[config.mk]
export PLATFORM = sky130hd
export DESIGN_NAME = wrs_div
export DESIGN_NICKNAME = d
export VERILOG_FILES = /design/src/sv/wrs_pkg.sv /design/src/sv/wrs_div.sv
export SDC_FILE = /design/constraint.sdc
export NUM_CORES = 1
export LEC_CHECK = 0
export ABC_AREA = 1
export BUFFER_PORTS_ARGS = -buffer_cell sky130_fd_sc_hd__buf_2
export CAP_MARGIN = 0
export CORE_MARGIN = 4
export CORE_UTILIZATION = 55
export DETAILED_ROUTE_END_ITERATION = 8
export HOLD_SLACK_MARGIN = 0.08
export PLACE_DENSITY = 0.75
export SETUP_SLACK_MARGIN = 0.1
export SLEW_MARGIN = 0
export SYNTH_ARGS = -nofsm -noshare
export SYNTH_HDL_FRONTEND = slang
export SYNTH_SLANG_ARGS = --single-unit
[constraint.sdc]
create_clock -name clk -period 9 [get_ports clk]
set_input_delay 1.8 -clock clk [delete_from_list [all_inputs] [get_ports clk]]
set_output_delay 1.8 -clock clk [all_outputs]
set_load 0.03 [all_outputs]
[src/sv/wrs_pkg.sv]
`timescale 1ns / 1ps
// ----------------------------------------------------------------------------
// wrs_pkg
// Shared types and constants of the weighted reservoir sampler.
// ----------------------------------------------------------------------------
package wrs_pkg;

  localparam logic [1:0] OP_STREAM = 2'd0;
  localparam logic [1:0] OP_CLAMP  = 2'd1;
  localparam logic [1:0] OP_FINAL  = 2'd2;

  localparam logic [31:0] MAX_HISTORY_RESET = 32'd20;
  localparam int          DIV_STEPS         = 96;
  localparam int          DIV_CNT_W         = $clog2(DIV_STEPS);

  typedef struct packed {
    logic [1:0]  op;
    logic [31:0] sample_id;
    logic [31:0] tgt_dens;
    logic [31:0] prop_dens;
    logic [15:0] multiplicity;
    logic [15:0] random_fraction;
  } wrs_in_t;

  typedef struct packed {
    logic        accepted;
    logic        valid_res;
    logic [31:0] chosen_id;
    logic [31:0] chosen_target;
    logic [31:0] chosen_proposal;
    logic [15:0] chosen_multiplicity;
    logic [31:0] total_count;
    logic [47:0] norm_weight;
    logic [63:0] mean_weight;
  } wrs_out_t;

  typedef struct packed {
    logic [31:0] hi;
    logic [63:0] lo;
    logic [63:0] dvs;
    logic        lim48;
  } wrs_div_req_t;

endpackage

[src/sv/wrs_div.sv]
`timescale 1ns / 1ps
// ----------------------------------------------------------------------------
// wrs_div
// Restoring divider, 96-bit dividend by 64-bit divisor, one quotient bit per
// cycle, quotient saturating at 2^48-1 or 2^64-1.
// ----------------------------------------------------------------------------
module wrs_div (
  input  logic                  clk,
  input  logic                  rst_n,
  input  logic                  start,
  input  wrs_pkg::wrs_div_req_t req,
  output logic                  done,
  output logic [63:0]           quot
);
  import wrs_pkg::*;

  logic                 act_r, act_nxt;
  logic                 done_r, done_nxt;
  logic [DIV_CNT_W-1:0] cnt_r, cnt_nxt;
  logic [95:0]          dvd_r, dvd_nxt;
  logic [63:0]          rem_r, rem_nxt;
  logic [63:0]          dvs_r, dvs_nxt;
  logic [63:0]          q_r, q_nxt;
  logic                 sat_r, sat_nxt;
  logic                 lim48_r, lim48_nxt;
  logic [64:0]          rs;
  logic [64:0]          diff;
  logic                 ge;
  logic                 top;

  always_comb begin
    act_nxt   = act_r;
    done_nxt  = 1'b0;
    cnt_nxt   = cnt_r;
    dvd_nxt   = dvd_r;
    rem_nxt   = rem_r;
    dvs_nxt   = dvs_r;
    q_nxt     = q_r;
    sat_nxt   = sat_r;
    lim48_nxt = lim48_r;
    rs        = {rem_r, dvd_r[95]};
    diff      = rs - {1'b0, dvs_r};
    ge        = (rs >= {1'b0, dvs_r});
    top       = lim48_r ? q_r[47] : q_r[63];
    if (start) begin
      act_nxt   = 1'b1;
      cnt_nxt   = DIV_CNT_W'(DIV_STEPS - 1);
      dvd_nxt   = {req.hi, req.lo};
      rem_nxt   = '0;
      dvs_nxt   = req.dvs;
      q_nxt     = '0;
      sat_nxt   = 1'b0;
      lim48_nxt = req.lim48;
    end else if (act_r) begin
      dvd_nxt = {dvd_r[94:0], 1'b0};
      rem_nxt = ge ? diff[63:0] : rs[63:0];
      if (!sat_r) begin
        if (top) begin
          sat_nxt = 1'b1;
        end else begin
          q_nxt = {q_r[62:0], ge};
        end
      end
      if (cnt_r == '0) begin
        act_nxt  = 1'b0;
        done_nxt = 1'b1;
      end else begin
        cnt_nxt = cnt_r - 1'b1;
      end
    end
  end

  always_ff @(posedge clk) begin
    if (!rst_n) begin
      act_r  <= 1'b0;
      done_r <= 1'b0;
      cnt_r  <= '0;
    end else begin
      act_r  <= act_nxt;
      done_r <= done_nxt;
      cnt_r  <= cnt_nxt;
    end
    dvd_r   <= dvd_nxt;
    rem_r   <= rem_nxt;
    dvs_r   <= dvs_nxt;
    q_r     <= q_nxt;
    sat_r   <= sat_nxt;
    lim48_r <= lim48_nxt;
  end

  assign done = done_r;
  assign quot = sat_r ? (lim48_r ? {16'h0000, {48{1'b1}}} : {64{1'b1}}) : q_r;

endmodule

## Yosys cells after proc, flatten, opt, wreduce, memory -nomap -nowiden

Cells that the tools add are included.

| operators by class | value |
|---|---|
| add/subtract/negate cells | 2 |
| multiply operators | 0 |
| div/mod/pow operators | 0 |
| order comparisons | 1 |
| equality and inequality tests | 1 |
| shift operators | 0 |
| multiplexer cells | 15 |
| bitwise gates (word level) | 5 |
| reductions and logical operators | 7 |

Operators with widths:

| kind | count |
|---|---|
| $mux 64 | 3 |
| $mux 96 | 2 |
| $ge 65x64->1 | 1 |
| $sub 64x64->64 | 1 |
| $mux 7 | 3 |
| $logic_not 7->1 | 1 |
| $mux 1 | 7 |
| $sub 7x1->7 const B | 1 |
| $not 1->1 | 5 |
| $reduce_and 2->1 | 2 |
| $reduce_and 3->1 | 1 |
| $reduce_or 3->1 | 1 |
| $ne 2x2->1 const B | 1 |
| $reduce_bool 2->1 | 1 |
| $reduce_or 2->1 | 1 |

| storage, ports and cells | value |
|---|---|
| register bits | 299 |
| latch bits | 0 |
| bits in writable memories | 0 |
| ROM bits | 0 |
| memories | 0 |

## Longest topological paths before layout

Gate-level depths: netlist of the first run.

| logic depth | value |
|---|---|
| depth in word-level cells | 4 |
| gate-level depth with buffers | 20 |
| mapped depth without buffers | 18 |

## Worst setup path after synthesis of the first run

No wires, ideal clock.

| timing | value |
|---|---|
| kind | input to register |
| from | in start |
| to | reg dvd_r[0] (enable) |
| setup time | 0.498 ns |
| arrival time | 4.798 ns |
| required time | 8.502 ns |
| path slack | 3.704 ns |
| cell stages on the path | 3 |
| path buffers | 1 |
| cells stage by stage | nor2_1 > clkinv_1 > clkbuf_1 |

| on the way | value |
|---|---|
| cells in the longest elaborated chain, start to end | 1 |

RTL lines:

| element | RTL line | source |
|---|---|---|
| from (decl) | wrs_div.sv:10 | `input logic start,` |
| $reduce_bool 2->1 (no source line) | - |  |
| to (signal assigned) | wrs_div.sv:83 | `dvd_r <= dvd_nxt;` |
| to (decl) | wrs_div.sv:20 | `logic [95:0] dvd_r, dvd_nxt;` |

No other way between the ends.
A chain may end at the register's enable or synchronous reset.

## Worst setup path after layout of the first run

| timing | value |
|---|---|
| from | reg sat_r |
| to | out quot[56] |

| on the way | value |
|---|---|
| cells in the longest elaborated chain, start to end | 1 |

RTL lines:

| element | RTL line | source |
|---|---|---|
| from (decl) | wrs_div.sv:24 | `logic sat_r, sat_nxt;` |
| from (signal assigned) | wrs_div.sv:87 | `sat_r <= sat_nxt;` |
| $mux 64 | wrs_div.sv:92 | `assign quot = sat_r ? (lim48_r ? {16'h0000, {48{1'b1}}} : {64{1'b1}}) : q_r;` |
| to (decl) | wrs_div.sv:13 | `output logic [63:0] quot` |

No other way between the ends.

==> summary by stage, run 1 <==
STA
For this run, the top clock speed supported by timing is 233 MHz. In this run the tightest slew margin relative to its limit is 0.297. Dividing the final minimum period by the clock period gives 0.476. The minimum clock period after layout is 4.29 ns. Setup repair after global routing left no endpoint under its margin.

The hold violation count in the final report was 0. On the final layout, the worst hold slack is 0.464 ns. The transition at the pin with the smallest max-transition slack is 1.05 ns. The count of pins over their slew limit was 0. Setup violations remaining at the end of the flow were counted as 0. Clock skew on the completed layout was measured at 0.0144 ns.

After routing, the total negative slack on setup checks comes to 0 ns.

Synth
The mapped netlist covers 18400 sq um. The share of the Yosys chip area taken by registers is 0.412. The cell count after synthesis came out at 2687. The average instance in the mapped netlist occupies 6.86 sq um. When the netlist entered floorplanning its net count stood at 2918. The count of cell types in the netlist is 39. The count of warnings emitted by yosys is 0. Counting flops and latches in the post-synthesis netlist gives 299.

Clock tree
The cell sitting at the root of the clock tree is a sky130_fd_sc_hd__clkbuf_16. Once the clock tree was built, the setup fixing pass inserted 0 buffers. The clock tree from TritonCTS is built. The number of gates resized after CTS was 0. The hold buffer count at cts is 0. The longest clock path from root to sink contains 3 buffers. The clock transition time at the flip-flop clock pins of the worst setup and hold paths is 0.06 ns.

The H-tree was split into 2 levels. The number of clock sinks seen by CTS is 299. The worst-skew pair later-pin latency is 0.55 ns.

Clock tree synthesis inserted a total of 34 buffers.

Routing
The routed wire length per instance is 15.3 microns. The final routed DRC violation total is 0. The first TritonRoute pass finished after 6 iterations. Across all layers, the routed design uses 16800 vias.

The first routing iteration left 1219 violations. In this run the remaining antenna-violating nets after routing total 0. Dividing the detail-routed via count by the number of cells gives 5.02. The total length of routed wires is 51100 microns.

Power and ir drop
The worst-case IR drop observed on VDD is 0.170 mV. Power comes to 3.45 mW. The leakage power total is 11.3 nW.

The power density relative to cell area is 165 nW/um^2.

Global routing
The met3 track demand over resource is 0.0473. The initial antenna violation count is 9. The first global-routing pass estimated 81500 microns of wire. After global routing the overflow that remains totals 0. The routing usage on met2 is 0.456. Entering global routing, the biggest net connects 129 pins.

For met1 alone, demand over resource in global routing was 0.374. The number of global-route vias before repair is 16100. met2 is the most crowded layer. The all-layer global routing usage is 0.277.

Final layout
For this run, the post-layout net count is 3108. The share of post-route cells with drive strength above 1 is 0.121. After routing the design area is 20900 sq um. The count of fill cells added during filler insertion is 3092. Once layout is complete, the cells apart from fillers number 3346. The area of the multi-input gates is 8470 sq um. The most frequent standard cell in the layout excluding fill and tap cells is sky130_fd_sc_hd__nand2_1. The growth of design area from synthesis to finish is 13.4%.

The register area is 7600 sq um. Leaving out fill and tap cells, the most frequent cells in the layout are 1059 x sky130_fd_sc_hd__nand2_1, 505 x sky130_fd_sc_hd__inv_1, 227 x sky130_fd_sc_hd__buf_2.

Place
Counting tap cells, the placed design contains a total of 3283 instances. The half-perimeter wire length after detailed placement is 38200 microns. Port buffering added 228 buffers. The final estimated routing congestion in global placement is 1.04. Summing all placed instances gives a cell area of 19800 sq um.

Floorplan
During I/O placement, the number of pins put on the boundary was 229. The initial core utilization is 0.562. The die covers 36500 sq um. The die extent in x is 191 microns. In this run the standard cell core region covers 32800 sq um. The height of the chip is 191 microns. Row generation in the floorplan step produced 66 rows.

Outcome
The run finished with clean final reports.

Worst setup path
The required arrival time at the worst endpoint is 7.20 ns. The largest fanout of any net on the critical path is 51. The kind of start point of the critical path is a flop. Data arrives at the worst endpoint at 2.49 ns. The worst-case reg-to-reg path depth is 14. The category of the worst setup path capture point is an output pin. The worst setup path category is reg -> out.

Job
Across the run, the number of max-cap violations was 0.

Worst hold path
The worst hold path belongs to the class reg -> reg. The number of cells on the worst hold path is 2.
sequential cells by signal, summed over array words and instances (netlist names):
name	count
rem_r	64
sat_r	1
act_r	1
q_r	64
lim48_r	1
dvd_r	96
done	1
cnt_r	7
dvs_r	64
worst max-delay path, cell delays in order (launching register included):
cell and delay, ns:
sky130_fd_sc_hd__dfxtp_1 0.42, sky130_fd_sc_hd__inv_1 0.09, sky130_fd_sc_hd__buf_4 0.44, sky130_fd_sc_hd__or2_0 0.54, sky130_fd_sc_hd__o21ai_0 0.21, sky130_fd_sc_hd__buf_2 0.23
routing by layer:
metal | vias to the layer above | part of all wire
met4 | 14 | 0.029
met2 | 477 | 0.45
met5 | - | 0.0019
met1 | 7548 | 0.45
met3 | 94 | 0.066
li1 | 8654 | -
final timing paths:
kind | startpoint | to | slack [ns]
max | sat_r$_SDFFE_PP0P_ | quot[56] | 4.71
min | q_r[3]$_SDFFE_PP0P_ | q_r[3]$_SDFFE_PP0P_ | 0.46
max reg2reg | dvs_r[57]$_DFFE_PP_ | rem_r[50]$_SDFFE_PP0P_ | 5.44
min reg2reg | q_r[3]$_SDFFE_PP0P_ | q_r[3]$_SDFFE_PP0P_ | 0.46
cells by family after synthesis:
logic type / Yosys count / synth area share
compound gates: 261 / 0.0738
fa+ha+maj: 67 / 0.0459
xor+xnor: 31 / 0.0147
flops: 299 / 0.412
simple gates: 1428 / 0.324
buf+inv: 601 / 0.129
synthesized netlist by cell type:
master / number / area, sq um
sky130_fd_sc_hd__nand2_1: 1060 / 3980
sky130_fd_sc_hd__inv_1: 505 / 1900
sky130_fd_sc_hd__edfxtp_1: 161 / 4830
sky130_fd_sc_hd__dfxtp_1: 138 / 2760
sky130_fd_sc_hd__nand3_1: 135 / 676
sky130_fd_sc_hd__a21oi_1: 117 / 586
sky130_fd_sc_hd__nor2_1: 99 / 372
sky130_fd_sc_hd__o21ai_0: 97 / 485
sky130_fd_sc_hd__ha_1: 66 / 826
sky130_fd_sc_hd__clkbuf_1: 48 / 180
sky130_fd_sc_hd__nand3b_1: 36 / 270
sky130_fd_sc_hd__o21ai_1: 28 / 140
sky130_fd_sc_hd__xnor2_1: 28 / 245
sky130_fd_sc_hd__nor3_1: 20 / 100
sky130_fd_sc_hd__nand4_1: 19 / 119
sky130_fd_sc_hd__nand3_2: 18 / 180
sky130_fd_sc_hd__nand2_2: 14 / 87.6
sky130_fd_sc_hd__nor2_2: 14 / 87.6
sky130_fd_sc_hd__buf_2: 11 / 55.1
sky130_fd_sc_hd__buf_6: 11 / 124
sky130_fd_sc_hd__o21bai_1: 11 / 82.6
sky130_fd_sc_hd__clkinv_1: 8 / 30.0
sky130_fd_sc_hd__buf_1: 7 / 26.3
sky130_fd_sc_hd__buf_4: 5 / 37.5
sky130_fd_sc_hd__inv_2: 5 / 18.8
sky130_fd_sc_hd__and2_1: 4 / 25.0
sky130_fd_sc_hd__nor2_4: 4 / 45.0
sky130_fd_sc_hd__a21oi_2: 3 / 26.3
sky130_fd_sc_hd__xor2_1: 3 / 26.3
sky130_fd_sc_hd__a21o_1: 2 / 15.0
sky130_fd_sc_hd__and3_1: 2 / 12.5
sky130_fd_sc_hd__a31oi_1: 1 / 6.26
sky130_fd_sc_hd__buf_8: 1 / 15.0
sky130_fd_sc_hd__fa_1: 1 / 20.0
sky130_fd_sc_hd__nor4_1: 1 / 6.26
sky130_fd_sc_hd__o21a_1: 1 / 7.51
sky130_fd_sc_hd__o21bai_2: 1 / 11.3
sky130_fd_sc_hd__or2_0: 1 / 6.26
sky130_fd_sc_hd__or2_2: 1 / 6.26
final cells by class:
cell class | instances | share of cell area
tap | 442 | 0.0265
inverter | 518 | 0.0933
sequential | 299 | 0.364
timing repair buffer | 237 | 0.0581
multi-input combinational | 1787 | 0.405
clock inverter | 8 | 0.00467
clock buffer | 52 | 0.0483
antenna | 3 | 0.000359
power by group:
part	total, mW	internal, mW	switching [mW]	leakage, nW
clock	1.36	0.807	0.557	0.543
sequential	1.59	1.56	0.0379	2.75
combinational	0.493	0.150	0.343	8.05
per-stage QoR:
stage | worst slack [ns] | util
6_report | 4.71 | 0.638
3_3_place_gp | 4.46 | 0.604
5_1_grt | 4.48 | 0.637
3_5_place_dp | 4.38 | 0.604
4_1_cts | 4.71 | 0.637
2_1_floorplan | 3.70 | -
(Power assumes the default switching activity.)
==> run 2, diff against run 1 <==
clock period = 4.22 ns   (was 9 ns; I/O delays follow)
==> summary by stage, run 2 (synthesis gave the netlist of run 1 again) <==
Worst setup path
CP cell instances: inv_1 -> or2_0 -> o21ai_0 -> buf_2 (was inv_1 -> buf_4 -> or2_0 -> o21ai_0 -> buf_2). The slack of the worst reg-to-reg path came to 1.24 ns (was 5.44 ns). The category of the worst setup path capture point is an output pin (unchanged). The cell type group with the largest total delay on the critical path is flip-flops (was buffers and inverters).

The kind of start point of the critical path is a flop (unchanged). The slowest stage cell on the critical path was sky130_fd_sc_hd__dfxtp_1 (was sky130_fd_sc_hd__or2_0). The cell depth of the worst setup path is 4 (was 5).

The worst-case reg-to-reg path depth came to 17 (was 14). The worst setup path category is reg -> out (unchanged). The required arrival time at the worst endpoint is 3.38 ns (was 7.20 ns). The largest stage delay on the critical path is 0.61 ns (was 0.54 ns). The number of buffer and inverter stages on the critical path was 2 (was 3). The largest fanout of any net on the critical path is 17 (was 51). The data arrival at the endpoint of the critical path is 2.22 ns (was 2.49 ns).

Outcome
Result of the run: finished, final reports clean (unchanged).

Global routing
The all-layer global routing usage came to 0.279 (was 0.277). The pin count of the biggest net entering global routing was 129 (unchanged). The leftover overflow at the end of global routing is 0 (unchanged). The wire length of the first global-routing pass is 82500 microns (was 81500 microns). The initial antenna violation count is 9 (unchanged). The number of global-route vias before repair is 16300 (was 16100).

Final layout
The share of post-route cells with drive strength above 1 came to 0.121 (about the same). The share of the core filled with cells is 0.636 (was 0.638). Most frequent cells in the layout: 1059 x sky130_fd_sc_hd__nand2_1, 505 x sky130_fd_sc_hd__inv_1, 227 x sky130_fd_sc_hd__buf_2 (unchanged). The number of flip-flops in the largest register is 96 (unchanged).

The largest register by flop count was dvd_r (unchanged). The area of all placed cells without fillers is 20900 sq um (about the same). The most frequent standard cell in the layout excluding fill and tap cells is sky130_fd_sc_hd__nand2_1 (unchanged). The growth of design area from synthesis to finish was 13.2% (was 13.4%). The number of nets at the end of the flow is 3107 (was 3108).

Floorplan
The total core area is 32800 sq um (unchanged). The number of ports placed on the die boundary is 229 (unchanged). The initial core utilization came to 0.562 (unchanged). The row count is 66 (unchanged). The die extent in x is 191 microns (unchanged). The area of the die came to 36500 sq um (unchanged). The height of the chip is 191 microns (unchanged).

Clock tree
The worst-skew pair later-pin latency came to 0.59 ns (was 0.55 ns). The H-tree depth reported by CTS came to 1 (was 2). The post-cts gate resize count is 0 (unchanged).

The hold buffer count at cts was 0 (unchanged). The clock tree from TritonCTS is built (unchanged). The CTS root buffer is sky130_fd_sc_hd__clkbuf_16 (unchanged). The clock transition time at the flip-flop clock pins of the worst setup and hold paths is 0.07 ns (was 0.06 ns). The number of clock sinks seen by CTS is 299 (unchanged). The maximum clock path buffer count is 3 (unchanged).

The post-CTS setup buffer count is 0 (unchanged). The TritonCTS buffer count is 31 (was 34).

STA
The worst clock skew came to 0.0193 ns (was 0.0144 ns). In the finished design, the share of the clock period the worst path needs comes to 0.725. The worst slew slack as a fraction of its limit is 0.312 (was 0.297).

The count of final setup violators is 0 (unchanged). The fmax is 327 MHz. Unrepaired setup endpoints after global routing: no (unchanged). The worst hold slack after final layout is 0.426 ns (was 0.464 ns). The count of pins over their slew limit is 0 (unchanged).

The hold violation count in the final report came to 0 (unchanged). The smallest clock period supported by the final layout is computed as 3.06 ns. The final setup TNS is 0 ns (unchanged).

The transition at the pin with the smallest max-transition slack was 1.03 ns (was 1.05 ns). The worst setup slack after layout is 1.16 ns (was 4.71 ns).

Job
The number of max-cap violations came to 0 (unchanged).

Place
The setup slack at placement is 1.19 ns (was 4.38 ns). The half-perimeter wire length after detailed placement is 39100 microns (was 38200 microns). The final estimated routing congestion in global placement is 1.03 (was 1.04). The cell area after placement is 19800 sq um (about the same). The count of port buffers added during placement is 228 (unchanged).

Power and ir drop
The switching power as a share of total power is 0.271 (was 0.272). The share of total power in the clock network came to 0.383 (was 0.395). The power density relative to cell area is 346 nW/um^2 (was 165 nW/um^2).

The net switching power is 1.95 mW (was 938 uW). The share of total power in sequential cells is 0.471 (was 0.462). The cell-internal power is 5.26 mW (was 2.51 mW). The maximum vdd drop was 0.363 mV (was 0.170 mV). The power share of the combinational group is 0.147 (was 0.143). The leakage power total is 11.3 nW (about the same).

Routing
The routed wire length per instance is 15.4 microns (was 15.3 microns). The iteration-0 DRC count of the detailed router is 1246 (was 1219). The final routed DRC violation total is 0 (unchanged). The detailed-route vias per instance is 5.05 (was 5.02). The first-pass detailed-route iteration total is 6 (unchanged). The number of nets still failing antenna checks after routing is 0 (unchanged). The total via count in the routed design was 16900 (was 16800). The total length of routed wires is 51500 microns (was 51100 microns).

Worst hold path
The class of the worst hold path is in -> reg (was reg -> reg). The number of cells on the worst hold path is 1 (was 2).
run 2: worst reg2reg max path: stages, from the launching register on:
cell and delay (ns):
sky130_fd_sc_hd__edfxtp_1 0.33, sky130_fd_sc_hd__inv_1 0.04, sky130_fd_sc_hd__ha_1 0.34, sky130_fd_sc_hd__nand2_1 0.15
sky130_fd_sc_hd__inv_1 0.05, sky130_fd_sc_hd__nand2_1 0.06, sky130_fd_sc_hd__nand2_1 0.08, sky130_fd_sc_hd__inv_2 0.06
sky130_fd_sc_hd__nand3_2 0.15, sky130_fd_sc_hd__nand2_2 0.10, sky130_fd_sc_hd__nand2_2 0.08, sky130_fd_sc_hd__nand2_2 0.14
sky130_fd_sc_hd__nand2_2 0.12, sky130_fd_sc_hd__nand2_2 0.09, sky130_fd_sc_hd__buf_4 0.62, sky130_fd_sc_hd__nand3_1 0.23
sky130_fd_sc_hd__nand3_1 0.13, sky130_fd_sc_hd__o21ai_1 0.08
run 2: layout make-up:
type	count	area [sq um]
antenna	4	10.0
multi-input combinational	1787	8470
timing repair buffer	239	1250
clock inverter	12	151
clock buffer	46	875
inverter	518	1950
tap	442	553
sequential	299	7600
fill	3091	11900
run 2: path summary, 6_finish.rpt:
path | startpoint | to
worst max register to register | dvs_r[7]$_DFFE_PP_ | rem_r[1]$_SDFFE_PP0P_
worst max-delay path | sat_r$_SDFFE_PP0P_ | quot[63]
worst min-delay path | req[44] | dvs_r[43]$_DFFE_PP_
worst min register to register | q_r[62]$_SDFFE_PP0P_ | q_r[62]$_SDFFE_PP0P_
run 2: power groups by stage:
stage	Combinational [mW]	Clock (mW)	Sequential, mW
floorplan	0.728	0	3.43
global placement	1.04	0	3.45
detailed placement	1.06	0	3.45
CTS	1.06	2.81	3.40
global route	1.18	2.94	3.42
finish	1.06	2.76	3.39
run 2: metrics by stage:
| stage | power, mW | cells |
|---|---|---|
| 6_report | 7.21 | 3347 |
| 5_1_grt | 7.53 | 3346 |
| 4_1_cts | 7.27 | 3343 |
| 3_5_place_dp | 4.51 | 3285 |
| 3_3_place_gp | 4.49 | 3285 |
| 2_1_floorplan | 4.16 | 2687 |
run 2: metal layers:
metal  vias up  global-route usage  wire length, microns
li1       8663                   -                     -
met5         -                   0                    51
met4        10              0.0876                  1750
met2       528               0.453                 23100
met1      7602               0.383                 23100
met3       100              0.0478                  3460
==> run 3, diff against run 2 <==
CORE_UTILIZATION = 54   (was 55)
PLACE_DENSITY = 0.77   (was 0.75)
clock period = 2.7 ns   (was 4.22 ns; I/O delays follow)
==> summary by stage, run 3 (synthesis gave the netlist of run 1 again) <==
Worst hold path
The number of cells on the worst hold path was 1 (unchanged). The class of the worst hold path was in -> reg (unchanged).

STA
The smallest clock period supported by the final layout is computed as 2.53 ns. Unrepaired setup endpoints after global routing: no (unchanged). The count of pins over their slew limit is 0 (unchanged). Static timing analysis puts the maximum clock frequency at 395 MHz. The count of final setup violators is 0 (unchanged). The portion of the clock cycle consumed by the worst path in the final layout is 0.937. The transition at the pin with the smallest max-transition slack is 0.609 ns (was 1.03 ns). The worst clock skew is 0.0163 ns (was 0.0193 ns). The hold violation count in the final report is 0 (unchanged). The final setup TNS is 0 ns (unchanged). The worst slew slack as a fraction of its limit is 0.594 (was 0.312).

Routing
The final routed DRC violation total is 0 (unchanged). The iteration-0 DRC count of the detailed router was 1370 (was 1246). The number of nets still failing antenna checks after routing is 0 (unchanged).

The routed wire length per instance was 16.9 microns (was 15.4 microns). The first-pass detailed-route iteration total is 5 (was 6). The total length of routed wires is 57200 microns (was 51500 microns). The detailed-route vias per instance came to 5.19 (was 5.05). The total via count in the routed design came to 17600 (was 16900).

Worst setup path
The worst-case reg-to-reg path depth is 15 (was 17). The worst setup path category is reg -> reg (was reg -> out). The kind of start point of the critical path is a flop (unchanged).

The category of the worst setup path capture point is a flop (was output pin). The largest fanout of any net on the critical path is 15 (was 17). The required arrival time at the worst endpoint is 3.13 ns (was 3.38 ns). The data arrival at the endpoint of the critical path is 2.96 ns (was 2.22 ns).

Floorplan
The area of the die is 37100 sq um (was 36500 sq um). The number of ports placed on the die boundary came to 229 (unchanged). The initial core utilization is 0.548 (was 0.562). The die extent in x is 193 microns (was 191 microns). The total core area is 33600 sq um (was 32800 sq um). The height of the chip was 193 microns (was 191 microns). The row count came to 67 (was 66).

Global routing
The pin count of the biggest net entering global routing was 128 (was 129). The number of global-route vias before repair is 17000 (was 16300). The initial antenna violation count came to 6 (was 9). The wire length of the first global-routing pass was 87200 microns (was 82500 microns).

The all-layer global routing usage was 0.295 (was 0.279). The leftover overflow at the end of global routing is 0 (unchanged).

Clock tree
The H-tree depth reported by CTS came to 2 (was 1). The number of clock sinks seen by CTS is 299 (unchanged). The TritonCTS buffer count is 34 (was 31). The worst-skew pair later-pin latency was 0.55 ns (was 0.59 ns). The hold buffer count at cts is 0 (unchanged).

The CTS root buffer was sky130_fd_sc_hd__clkbuf_16 (unchanged). The clock transition time at the flip-flop clock pins of the worst setup and hold paths is 0.06 ns (was 0.07 ns). The maximum clock path buffer count is 3 (unchanged).

The clock tree from TritonCTS is built (unchanged).

Power and ir drop
The total power after layout is 11.7 mW (was 7.21 mW). The maximum vdd drop is 0.677 mV (was 0.363 mV). The leakage power total came to 11.6 nW (was 11.3 nW). The power density relative to cell area is 535 nW/um^2 (was 346 nW/um^2).

Place
The final estimated routing congestion in global placement came to 1.04 (was 1.03). The half-perimeter wire length after detailed placement was 41700 microns (was 39100 microns). The count of port buffers added during placement is 228 (unchanged).

Final layout
The share of the core filled with cells is 0.648 (was 0.636). The count of fill cells added during filler insertion is 3077 (was 3091). The number of nets at the end of the flow is 3149 (was 3107).

The share of post-route cells with drive strength above 1 is 0.153 (was 0.121). The growth of design area from synthesis to finish came to 18.2% (was 13.2%). The largest register by flop count is dvd_r (unchanged). The most frequent standard cell in the layout excluding fill and tap cells is sky130_fd_sc_hd__nand2_1 (unchanged). The number of flip-flops in the largest register came to 96 (unchanged).

Most frequent cells in the layout: 1043 x sky130_fd_sc_hd__nand2_1, 505 x sky130_fd_sc_hd__inv_1, 227 x sky130_fd_sc_hd__buf_2 (was 1059 x sky130_fd_sc_hd__nand2_1, 505 x sky130_fd_sc_hd__inv_1, 227 x sky130_fd_sc_hd__buf_2).

Job
The number of max-cap violations was 0 (unchanged).

Outcome
Result of the run: finished, final reports clean (unchanged).
## run 3: metrics by stage
step | setup slack [ns] | hold slack [ns] | cell area (sq um) | instances
finish | 0.171 | 0.167 | 21800 | 3392
floorplan | 0.194 | 0.436 | 18400 | 2687
global placement | -0.00845 | 0.449 | 20100 | 3313
detailed placement | 0.0372 | 0.456 | 20100 | 3313
CTS | 0.0986 | 0.140 | 21200 | 3374
global route | 0.0729 | 0.147 | 21800 | 3391
## run 3: path summary, 6_finish.rpt
path                         from                endpoint  slack (ns)
max reg2reg   dvs_r[56]$_DFFE_PP_  rem_r[18]$_SDFFE_PP0P_        0.17
min                       req[36]     dvs_r[35]$_DFFE_PP_        0.17
min reg2reg  q_r[32]$_SDFFE_PP0P_    q_r[32]$_SDFFE_PP0P_        0.47
max           dvs_r[56]$_DFFE_PP_  rem_r[18]$_SDFFE_PP0P_        0.17
## run 3: what timing repair did
| item | 4_1_cts | 5_1_grt |
|---|---|---|
| pin swaps | 0 | 7 |
| gates cloned | 0 | 9 |
| resized for setup | 5 | 77 |
| setup buffers | 0 | 8 |
| setup endpoints to repair | 43 | 65 |
## run 3: report_power, final
part           total [mW]  switching (mW)  internal, mW
Sequential           5.30           0.119          5.18
Clock                4.61            1.93          2.69
Combinational        1.75            1.20         0.555
Total                11.7            3.24          8.42
## run 3: layer usage
| metal | up-vias | global-route usage | share of wire |
|---|---|---|---|
| met5 | - | 0 | 0.0012 |
| met4 | 10 | 0.108 | 0.034 |
| met3 | 119 | 0.0577 | 0.082 |
| met2 | 660 | 0.480 | 0.46 |
| met1 | 8063 | 0.393 | 0.42 |
| li1 | 8744 | - | - |
## run 3: critical path: stages, from the launching register on
cell                       delay, ns
sky130_fd_sc_hd__edfxtp_1       0.32
sky130_fd_sc_hd__inv_1          0.04
sky130_fd_sc_hd__ha_2           0.38
sky130_fd_sc_hd__nand2_1        0.13
sky130_fd_sc_hd__nor2_4         0.23
sky130_fd_sc_hd__nand2_1        0.07
sky130_fd_sc_hd__nor2_1         0.16
sky130_fd_sc_hd__nand4_1        0.15
sky130_fd_sc_hd__o21bai_2       0.19
sky130_fd_sc_hd__nor2_4         0.06
sky130_fd_sc_hd__buf_4          0.15
sky130_fd_sc_hd__nand2_8        0.12
sky130_fd_sc_hd__buf_12         0.17
sky130_fd_sc_hd__nand2_1        0.06
sky130_fd_sc_hd__nand3_1        0.11
sky130_fd_sc_hd__o21ai_1        0.08
## run 3: layout make-up
cell class                      instances  area (sq um)  share of cell area
Clock buffer                           43           905              0.0415
Antenna cell                            1          2.50            0.000115
Sequential cell                       299          7600               0.349
Clock inverter                         18           191             0.00878
Tap cell                              448           561              0.0257
Timing Repair Buffer                  278          1820              0.0835
Inverter                              518          1950              0.0895
Multi-Input combinational cell       1787          8770               0.402
